[src/mb2b_pkg.sv]
// ----------------------------------------------------------------------------
// mb2b_pkg: shared types and constants for the multibyte to two-byte code core.
// Holds the mode codes, the item layout between the input stage and the
// converter, and the byte range limits used by the lead byte checks.
// ----------------------------------------------------------------------------
package mb2b_pkg;

    // Conversion modes as written through the configuration port.
    typedef enum logic [1:0] {
        MODE_SINGLE = 2'd0,
        MODE_WIDE   = 2'd1,
        MODE_SJIS   = 2'd2,
        MODE_EUC    = 2'd3
    } code_mode_t;

    // One input code unit with its end-of-string flag.
    typedef struct packed {
        logic [15:0] code_in;
        logic        end_mark;
    } unit_item_t;

    // Shift-JIS lead byte ranges and row/cell offsets.
    localparam logic [7:0] SJIS_LEAD1_LO = 8'h80;
    localparam logic [7:0] SJIS_LEAD1_HI = 8'h9f;
    localparam logic [7:0] SJIS_LEAD2_LO = 8'he0;
    localparam logic [7:0] SJIS_LEAD2_HI = 8'hfc;
    localparam logic [8:0] SJIS_ROW_OFS1 = 9'h0e0;
    localparam logic [8:0] SJIS_ROW_OFS2 = 9'h160;
    localparam logic [7:0] SJIS_TRAIL_MID = 8'h7f;
    localparam logic [7:0] SJIS_CELL_OFS1 = 8'h1f;
    localparam logic [7:0] SJIS_CELL_OFS2 = 8'h20;
    localparam logic [7:0] SJIS_CELL_OFS3 = 8'h7e;
    localparam logic [7:0] LOW7_MASK      = 8'h7f;

endpackage

[src/mb2b_in_skid.sv]
// ----------------------------------------------------------------------------
// mb2b_in_skid: input register with a skid entry.
// Registers each accepted code unit and keeps the ready toward the source
// driven from a flip-flop, so backpressure never reaches it combinationally.
// ----------------------------------------------------------------------------
module mb2b_in_skid
    import mb2b_pkg::*;
(
    input  logic       aclk,
    input  logic       aresetn,
    input  logic       in_valid,
    output logic       in_ready,
    input  unit_item_t in_item,
    output logic       out_valid,
    output unit_item_t out_item,
    input  logic       out_pop
);

    logic       main_valid_reg;
    logic       main_valid_next;
    unit_item_t main_reg;
    logic       skid_valid_reg;
    logic       skid_valid_next;
    unit_item_t skid_reg;
    logic       push;

    assign in_ready  = ~skid_valid_reg;
    assign push      = in_valid & in_ready;
    assign out_valid = main_valid_reg;
    assign out_item  = main_reg;

    // Occupancy of the main and skid entries.
    always_comb begin
        main_valid_next = main_valid_reg;
        skid_valid_next = skid_valid_reg;
        if (out_pop) begin
            if (skid_valid_reg) begin
                main_valid_next = 1'b1;
                skid_valid_next = 1'b0;
            end else begin
                main_valid_next = push;
            end
        end else if (push) begin
            if (main_valid_reg) begin
                skid_valid_next = 1'b1;
            end else begin
                main_valid_next = 1'b1;
            end
        end
    end

    // Control state.
    always_ff @(posedge aclk) begin
        if (!aresetn) begin
            main_valid_reg <= 1'b0;
            skid_valid_reg <= 1'b0;
        end else begin
            main_valid_reg <= main_valid_next;
            skid_valid_reg <= skid_valid_next;
        end
    end

    // Payload entries.
    always_ff @(posedge aclk) begin
        if (out_pop) begin
            if (skid_valid_reg) begin
                main_reg <= skid_reg;
            end else if (push) begin
                main_reg <= in_item;
            end
        end else if (push) begin
            if (main_valid_reg) begin
                skid_reg <= in_item;
            end else begin
                main_reg <= in_item;
            end
        end
    end

endmodule

[src/mb2b_convert.sv]
// ----------------------------------------------------------------------------
// mb2b_convert: code conversion and result register.
// Holds the mode register and the pending lead byte, maps each registered
// code unit to a two-byte font code and loads it into the result register.
// ----------------------------------------------------------------------------
module mb2b_convert
    import mb2b_pkg::*;
(
    input  logic       aclk,
    input  logic       aresetn,
    input  logic       cfg_we,
    input  logic [1:0] cfg_wdata,
    input  logic       unit_valid,
    input  unit_item_t unit_item,
    output logic       unit_pop,
    output logic       res_valid,
    input  logic       res_ready,
    output logic [7:0] res_high_byte,
    output logic [7:0] res_low_byte,
    output logic       res_last_char
);

    code_mode_t  mode_reg;
    logic        lead_pending_reg;
    logic        lead_pending_next;
    logic [7:0]  lead_byte_reg;
    logic [7:0]  lead_byte_next;
    logic        res_valid_reg;
    logic        res_valid_next;
    logic [7:0]  high_reg;
    logic [7:0]  low_reg;
    logic        last_reg;

    logic [7:0]  cur_byte;
    logic        is_lead;
    logic        emit;
    logic [7:0]  high_val;
    logic [7:0]  low_val;
    logic [8:0]  lead_x2;
    logic [8:0]  sjis_row_base;
    logic [7:0]  sjis_row;
    logic [7:0]  sjis_cell;

    assign cur_byte = unit_item.code_in[7:0];
    assign unit_pop = unit_valid & (~res_valid_reg | res_ready);

    // Shift-JIS row and cell from the held lead and the current trail.
    always_comb begin
        lead_x2 = {lead_byte_reg, 1'b0};
        if (lead_byte_reg <= SJIS_LEAD1_HI) begin
            sjis_row_base = lead_x2 - SJIS_ROW_OFS1;
        end else begin
            sjis_row_base = lead_x2 - SJIS_ROW_OFS2;
        end
        if (cur_byte < SJIS_LEAD1_HI) begin
            sjis_row = sjis_row_base[7:0] - 8'd1;
            if (cur_byte < SJIS_TRAIL_MID) begin
                sjis_cell = cur_byte - SJIS_CELL_OFS1;
            end else begin
                sjis_cell = cur_byte - SJIS_CELL_OFS2;
            end
        end else begin
            sjis_row  = sjis_row_base[7:0];
            sjis_cell = cur_byte - SJIS_CELL_OFS3;
        end
    end

    // Lead byte detection depends on the mode.
    always_comb begin
        if (mode_reg == MODE_SJIS) begin
            is_lead = ((cur_byte >= SJIS_LEAD1_LO) && (cur_byte <= SJIS_LEAD1_HI)) ||
                      ((cur_byte >= SJIS_LEAD2_LO) && (cur_byte <= SJIS_LEAD2_HI));
        end else begin
            is_lead = cur_byte[7];
        end
    end

    // Result selection and lead byte bookkeeping.
    always_comb begin
        emit              = 1'b1;
        high_val          = 8'd0;
        low_val           = cur_byte;
        lead_pending_next = lead_pending_reg;
        lead_byte_next    = lead_byte_reg;
        case (mode_reg)
            MODE_SINGLE: begin
                high_val = 8'd0;
            end
            MODE_WIDE: begin
                high_val = unit_item.code_in[15:8];
            end
            MODE_SJIS, MODE_EUC: begin
                if (lead_pending_reg) begin
                    lead_pending_next = 1'b0;
                    lead_byte_next    = 8'd0;
                    if (mode_reg == MODE_SJIS) begin
                        high_val = sjis_row;
                        low_val  = sjis_cell;
                    end else begin
                        high_val = lead_byte_reg & LOW7_MASK;
                        low_val  = cur_byte & LOW7_MASK;
                    end
                end else if (is_lead && !unit_item.end_mark) begin
                    emit              = 1'b0;
                    lead_pending_next = 1'b1;
                    lead_byte_next    = cur_byte;
                end
            end
            default: begin
                high_val = 8'd0;
            end
        endcase
    end

    assign res_valid_next = (res_valid_reg & ~res_ready) | (unit_pop & emit);

    // Mode, lead state and result valid.
    always_ff @(posedge aclk) begin
        if (!aresetn) begin
            mode_reg         <= MODE_SINGLE;
            lead_pending_reg <= 1'b0;
            lead_byte_reg    <= 8'd0;
            res_valid_reg    <= 1'b0;
        end else begin
            res_valid_reg <= res_valid_next;
            if (cfg_we) begin
                mode_reg         <= code_mode_t'(cfg_wdata);
                lead_pending_reg <= 1'b0;
                lead_byte_reg    <= 8'd0;
            end else if (unit_pop) begin
                lead_pending_reg <= lead_pending_next;
                lead_byte_reg    <= lead_byte_next;
            end
        end
    end

    // Result payload.
    always_ff @(posedge aclk) begin
        if (unit_pop && emit) begin
            high_reg <= high_val;
            low_reg  <= low_val;
            last_reg <= unit_item.end_mark;
        end
    end

    assign res_valid     = res_valid_reg;
    assign res_high_byte = high_reg;
    assign res_low_byte  = low_reg;
    assign res_last_char = last_reg;

endmodule

[src/multibyte_to_twobyte_code_core.sv]
// ----------------------------------------------------------------------------
// multibyte_to_twobyte_code_core: code unit stream to two-byte font codes.
// Converts single-byte, sixteen-bit, Shift-JIS and EUC-KR code units into
// two-byte font codes, one result per completed character.
//
//   Channel | Direction | Payload
//   --------+-----------+-------------------------------------------------
//   s_      | in        | tdata: code_in[15:0]; tlast: end_mark
//   m_      | out       | tdata: high_byte[7:0], low_byte[15:8]; tlast: last_char
//   cfg_    | in        | cfg_wdata: code_mode[1:0], written when cfg_we is high
//
// One code unit is taken per cycle while the skid entry is free. The unit is
// loaded into the input register (or the skid entry) at its transfer edge and
// then converted into the result register, from which m_ takes the result.
// A lead byte that is held produces no transfer on the result side.
// Reset is synchronous and active low; it clears the mode to single byte.
// s_tready comes from a flop, so a stall on m_ is absorbed by a skid entry.
// ----------------------------------------------------------------------------
module multibyte_to_twobyte_code_core
    import mb2b_pkg::*;
(
    input  logic        aclk,
    input  logic        aresetn,
    // Configuration write.
    input  logic        cfg_we,
    input  logic [1:0]  cfg_wdata,      // code_mode
    // Input code units.
    input  logic        s_tvalid,
    output logic        s_tready,
    input  logic [15:0] s_tdata,        // [15:0] code_in
    input  logic        s_tlast,
    // Output font codes.
    output logic        m_tvalid,
    input  logic        m_tready,
    output logic [15:0] m_tdata,        // [7:0] high_byte, [15:8] low_byte
    output logic        m_tlast
);

    unit_item_t in_item;
    unit_item_t unit_item;
    logic       unit_valid;
    logic       unit_pop;
    logic [7:0] high_byte;
    logic [7:0] low_byte;

    assign in_item.code_in  = s_tdata;
    assign in_item.end_mark = s_tlast;

    // Input register with skid entry.
    mb2b_in_skid u_in_skid (
        .aclk      (aclk),
        .aresetn   (aresetn),
        .in_valid  (s_tvalid),
        .in_ready  (s_tready),
        .in_item   (in_item),
        .out_valid (unit_valid),
        .out_item  (unit_item),
        .out_pop   (unit_pop)
    );

    // Conversion and result register.
    mb2b_convert u_convert (
        .aclk          (aclk),
        .aresetn       (aresetn),
        .cfg_we        (cfg_we),
        .cfg_wdata     (cfg_wdata),
        .unit_valid    (unit_valid),
        .unit_item     (unit_item),
        .unit_pop      (unit_pop),
        .res_valid     (m_tvalid),
        .res_ready     (m_tready),
        .res_high_byte (high_byte),
        .res_low_byte  (low_byte),
        .res_last_char (m_tlast)
    );

    assign m_tdata = {low_byte, high_byte};

endmodule

[config.mk]
export PLATFORM = sky130hd
export DESIGN_NAME = multibyte_to_twobyte_code_core
export DESIGN_NICKNAME = d
export VERILOG_FILES = /design/src/mb2b_pkg.sv /design/src/mb2b_in_skid.sv /design/src/mb2b_convert.sv /design/src/multibyte_to_twobyte_code_core.sv
export SDC_FILE = /design/constraint.sdc
export NUM_CORES = 1
export LEC_CHECK = 0
export BUFFER_PORTS_ARGS = -buffer_cell sky130_fd_sc_hd__buf_2
export CORE_MARGIN = 3
export CORE_UTILIZATION = 30
export CTS_CLUSTER_DIAMETER = 200
export DETAILED_ROUTE_END_ITERATION = 10
export PLACE_DENSITY = 0.53
export SLEW_MARGIN = 20
export SYNTH_ARGS = -nofsm -noshare
export SYNTH_HDL_FRONTEND = slang
export SYNTH_HIERARCHICAL = 1
export SYNTH_SLANG_ARGS = --single-unit
export TNS_END_PERCENT = 50
[constraint.sdc]
create_clock -name aclk -period 3 [get_ports aclk]
set_clock_uncertainty 0.15 [all_clocks]
set_input_delay 0.15 -clock aclk [delete_from_list [all_inputs] [get_ports aclk]]
set_output_delay 0.15 -clock aclk [all_outputs]
set_load 0.01 [all_outputs]
# Word level (Yosys, flattened, before mapping)
# Cells that the tools add are included.
totals:
  ff_bits: 65
  out_inout_bits: 19
  input_bits: 24
  elab_cells: 85
op_classes:
  muxes: 26
  reduce_logical: 18
  n_addsub: 6
  eq_ne: 4
  n_bitwise: 11
  n_lt_le_gt_ge: 7
op_table:
  columns: ["cell", "n"]
  rows:
  - ["2-to-1 mux 8 bit", 11]
  - ["2-to-1 mux 17 bit", 5]
  - ["<= comparator 8 bit (second input constant)", 3]
  - ["one-hot mux 8 bit (3 select lines)", 1]
  - ["greater-or-equal comparator 8 bit (second input constant)", 2]
  - ["subtractor 8 x 7 -> 8 bit (second input constant)", 2]
  - ["2-to-1 mux 1 bit", 9]
  - ["AND reduction 3 bit", 3]
  - ["less-than comparator 8 x 7 -> 1 bit (second input constant)", 1]
  - ["less-than comparator 8 bit (second input constant)", 1]
  - ["subtractor 8 x 1 -> 8 bit (second input constant)", 1]
  - ["subtractor 8 x 5 -> 8 bit (second input constant)", 1]
  - ["subtractor 8 x 6 -> 8 bit (second input constant)", 1]
  - ["subtractor 8 bit (second input constant)", 1]
  - ["nonzero test 2 bit", 3]
  - ["OR reduction 2 bit", 3]
  - ["NOT 1 bit", 5]
  - ["bitwise AND 1 bit", 4]
  - ["equality test 2 bit (second input constant)", 2]
  - ["logical AND 1 bit", 4]
  - ["AND reduction 2 bit", 2]
  - ["equality test 2 x 1 -> 1 bit (second input constant)", 1]
  - ["zero test 2 bit", 1]
  - ["!= test 2 x 1 -> 1 bit (second input constant)", 1]
  - ["other kinds (3)", 4]

# Longest topological paths before layout
logic_depth:
  ltp_word: 10
  depth_mapped: 7
  mapped_depth_nobuf: 6

# Hierarchy
# Netlist, hierarchy kept.
by_module_without_submodules:
  columns: ["module", "area_each_um2", "cells_per_inst", "n_inst", "seq_area_each_um2"]
  rows:
  - ["mb2b_convert", 2053.2, 201, 1, 750.7]
  - ["mb2b_in_skid", 1361.3, 65, 1, 1061.0]

# Least setup slack after synthesis
# Ideal clock, no wire load.
synth_path:
  path_type: "register -> register"
  start: "reg u_in_skid.main_reg, in the netlist u_in_skid/out_item[2]"
  end: "reg u_convert.high_reg[0] (netlist: u_convert/res_high_byte[0]) (enable)"
  setup_ps: 390
  n_path_buf: 0
  path_stages_with_launch: 7
  arrival_ps: 2118
  setup_slack_ps: 341
  synth_period_minus_slack_ps: 2659
  t_required_ps: 2460
  path_cell_list: "edfxtp_1 inv_1 ha_1 and4bb_1 a211oi_4 nor3_1 nor2_1"
synth_between:
  elab_chain_len: 9
  elab_cells_between_ends: 13
  classes_between: "order compare (4); mux (4); reduce/logical (5)"
synth_lines:
  columns: ["element", "line", "source"]
  rows:
  - ["start: declaration", "mb2b_in_skid.sv:21", "unit_item_t main_reg;"]
  - ["start signal: assignment", "mb2b_in_skid.sv:67", "main_reg <= skid_reg;"]
  - ["start signal: assignment", "mb2b_in_skid.sv:69", "main_reg <= in_item;"]
  - ["start signal: assignment", "mb2b_in_skid.sv:75", "main_reg <= in_item;"]
  - ["greater-or-equal comparator 8 bit (tied with other cells)", "mb2b_convert.sv:71", "is_lead = ((cur_byte >= SJIS_LEAD1_LO) && (cur_byte <= SJIS_LEAD1_HI)) ||"]
  - ["logical AND 1 bit (on tied branches)", "mb2b_convert.sv:71, mb2b_convert.sv:72", null]
  - ["logical OR 1 bit *", "mb2b_convert.sv:71", null]
  - ["2-to-1 mux 1 bit *", "mb2b_convert.sv:70", "if (mode_reg == MODE_SJIS) begin"]
  - ["logical AND 1 bit *", "mb2b_convert.sv:103", "end else if (is_lead && !unit_item.end_mark) begin"]
  - ["2-to-1 mux 1 bit *", "mb2b_convert.sv:103", null]
  - ["2-to-1 mux 1 bit *", "mb2b_convert.sv:93", "if (lead_pending_reg) begin"]
  - ["2-to-1 mux 1 bit *", "mb2b_convert.sv:85", "case (mode_reg)"]
  - ["logical AND 1 bit *", "mb2b_convert.sv:139", "if (unit_pop && emit) begin"]
  - ["end signal: assignment", "mb2b_convert.sv:140", "high_reg <= high_val;"]
  - ["end: declaration", "mb2b_convert.sv:30", "logic [7:0] high_reg;"]
# Every way passes the cells marked *; elsewhere a longest branch is shown, timed or not.
# A chain may end at the register's enable or synchronous reset.

# Final worst setup path
layout_path:
  start: "reg u_in_skid.main_reg, in the netlist u_in_skid/out_item[6]"
  end: "reg u_convert.high_reg[0] (netlist: u_convert/res_high_byte[0]) (enable)"
# Same word-level chain as after synthesis.

==> impl_results.md <==
* CTS HTree Levels at 3
* Clock tree from TritonCTS: built
* Relative slew slack at 0.501
* GP Congestion at 0.845
* # rows at 38
* Initial DRC Count at 164
* Hold buffers post-CTS at 25
* Clock period minus final worst setup slack at 2.46 ns
* Sequential fraction of the synthesis area at 0.531
* Number of nets in the synthesized netlist at 301
* Root buffer cell: clkbuf_16
* Via density at 5.05
* Type of the worst setup path: register to register
* Unrepaired setup endpoints after global routing: no
* Max Cap Violations at 0
* Pin count of the biggest net entering global routing at 19
* Layout-stage area growth over the synthesis result at 26.1%
* Commonest non-fill, non-tap cell in the layout: edfxtp_1
* Worst Path Buf+Inv at 1
* Detailed placement HPWL at 5310 um
* Wire length reported by the detailed router at 7850 um
* IO Count at 43
* Power Density at 565 nW/um^2
* # DRC at 0
* Top cell family by delay on the critical path: flip-flops
* DR vias at 2,427
* Count of TritonRoute iterations in the first routing pass at 5
* Synth Cell Area at 3410 um^2
* Clock Tree Buf Depth at 2
* Kind of capture point of the worst setup path: register
* Number of synthesis warnings at 6
* Global-route wire length before repair at 12,900 um
* Delay of the slowest cell on the worst path at 0.59 ns
* Clock latency at the later pin of the worst-skew pair at 0.33 ns
* Chip height at 113 um
* Cells along the critical path: ha_1, and4bb_1, a211oi_4, nor3_1, nor2_1, buf_4
* Fin nets at 371
* Most frequent cells in the layout: edfxtp_1, buf_2, dlygate4sd3_1
* CP Max Fanout at 17
* Number of clock sinks seen by CTS at 65
* Worst endpoint data arrival time at 2.32 ns
* Number of gates resized after cts at 0
* CTS clock-pin slew for the worst setup and hold paths at 0.06 ns
* Total Neg Setup Slack at 0 ns
* Core box area at 11,000 um^2
* All-Layer GR Usage at 0.129
* Critical path data required time at 2.86 ns
* Static leakage power at 1.64 nW
* Post-layout power at 0.00243 W
* F_max at 0.407 GHz
* Worst Setup Start Kind: register
* Vias in the first global route at 2,467
* Minimum setup slack among reg-to-reg paths at 0.54 ns
* Actual slew at the worst max-slew pin at 0.749 ns
* Final Max Slew Viols at 0
* Run status: complete, no violations
* Maximum ir drop on the vdd rail at 291 uV
* Port Buf Inserts at 42
* Ant. Diodes at 0
* Crit path max-delay cell type: edfxtp_1
* Starting density of the core at 0.311
* Cts bufs inserted at 9
* Number of nets still failing antenna checks after routing at 0
* Post-CTS setup repair buffer count at 0
* Average cell area after synthesis at 12.8 um^2
* Share of final-layout standard cells stronger than drive strength 1 at 0.267
* Gate count after technology mapping at 266
* Fraction of registers with async set/reset at 0
* Register bit count reported by yosys at 65
* Finish-stage setup viols at 0
* Count of endpoints failing hold in the final timing report at 0
* Predominant post-synthesis flop cell: edfxtp_1
* Post-route clock period utilization at 0.819
* Width of the chip at 113 um
* Routed wire length per instance at 16.3 um
* Global route total overflow at 0
* EDFF count, synth at 51
* Hold Worst Slack at 0.0114 ns
* Synth unique cells at 67
* Class of the tightest hold or removal check: input port to register
* Area of the die at 12,700 um^2
* Number of antenna violations at the first check in global routing at 0
-- cell type report --
| class | instances | area (um^2) |
|---|---|---|
| Sequential cell | 65 | 1810 |
| Inverter | 16 | 60.1 |
| Timing Repair Buffer | 71 | 490 |
| Clock buffer | 9 | 225 |
| Tap cell | 140 | 175 |
| Clock inverter | 7 | 77.6 |
| Multi-Input combinational cell | 173 | 1470 |
| Fill cell | 1032 | 6680 |
-- cells in the mapped netlist, drive strengths merged (9+ instances only) --
master  number  share of area
dfxtp       14          0.082
o211ai       9          0.020
inv         15          0.016
a21oi        9          0.016
edfxtp      51           0.45
nor3         9          0.016
buf         10          0.020
nor2        10          0.011
ha          11          0.040
nand2       15          0.019
mux2        17          0.066
-- metal layers --
metal	routed length, um	vias to the layer above	track usage
met1	3770	1145	0.179
met2	3550	88	0.201
li1	-	1181	-
met5	0	-	0
met4	131	0	0.0513
met3	396	13	0.0232
-- tightest hold or removal path: cells and delay by family --
kind	cells	cell delay, ns
and+or+nand+nor	1	0.12
AOI/OAI and AO/OA	1	0.06
buffers and inverters	1	0.10
-- power breakdown --
part	leakage, nW	total (W)	internal (W)	switching, W
clock network	0.147	0.00107	0.000652	0.000417
logic	0.895	0.000277	0.000127	0.000151
registers	0.596	0.00109	0.00104	0.0000482
total	1.64	0.00243	0.00182	0.000616
-- cells by family (layout without fill, tap and decap cells) --
group | after synthesis | count (layout) | synth area share
AOI/OAI and AO/OA | 67 | 67 | 0.175
DFF | 65 | 65 | 0.531
muxes | 21 | 21 | 0.0777
buffers and inverters | 28 | 103 | 0.0399
xor gates and xnor gates | 6 | 6 | 0.0154
adders and majority gates | 11 | 11 | 0.0403
and+or+nand+nor | 68 | 68 | 0.121
-- final timing paths --
check,to,cells after the start,startpoint
setup / recovery,u_convert/res_high_byte[0]$_DFFE_PP_,6,u_in_skid/out_item[6]$_DFFE_PP_
hold / removal,u_in_skid/skid_valid_reg$_SDFFE_PP0P_,3,s_tvalid
setup reg to reg,u_convert/res_high_byte[0]$_DFFE_PP_,6,u_in_skid/out_item[6]$_DFFE_PP_
hold reg to reg,u_convert/res_last_char$_DFFE_PP_,0,u_in_skid/out_item[0]$_DFFE_PP_
-- stage by stage --
stage	cell area [um^2]	instances	worst slack [ns]	utilization
final	4310	481	0.543	0.392
after global routing	4310	481	0.448	0.392
after CTS	4310	481	0.535	0.392
after detailed placement	3750	440	0.541	0.342
after global placement	3750	440	0.588	0.342
after floorplan	3410	266	0.341	-
(Power assumes the default switching activity.)
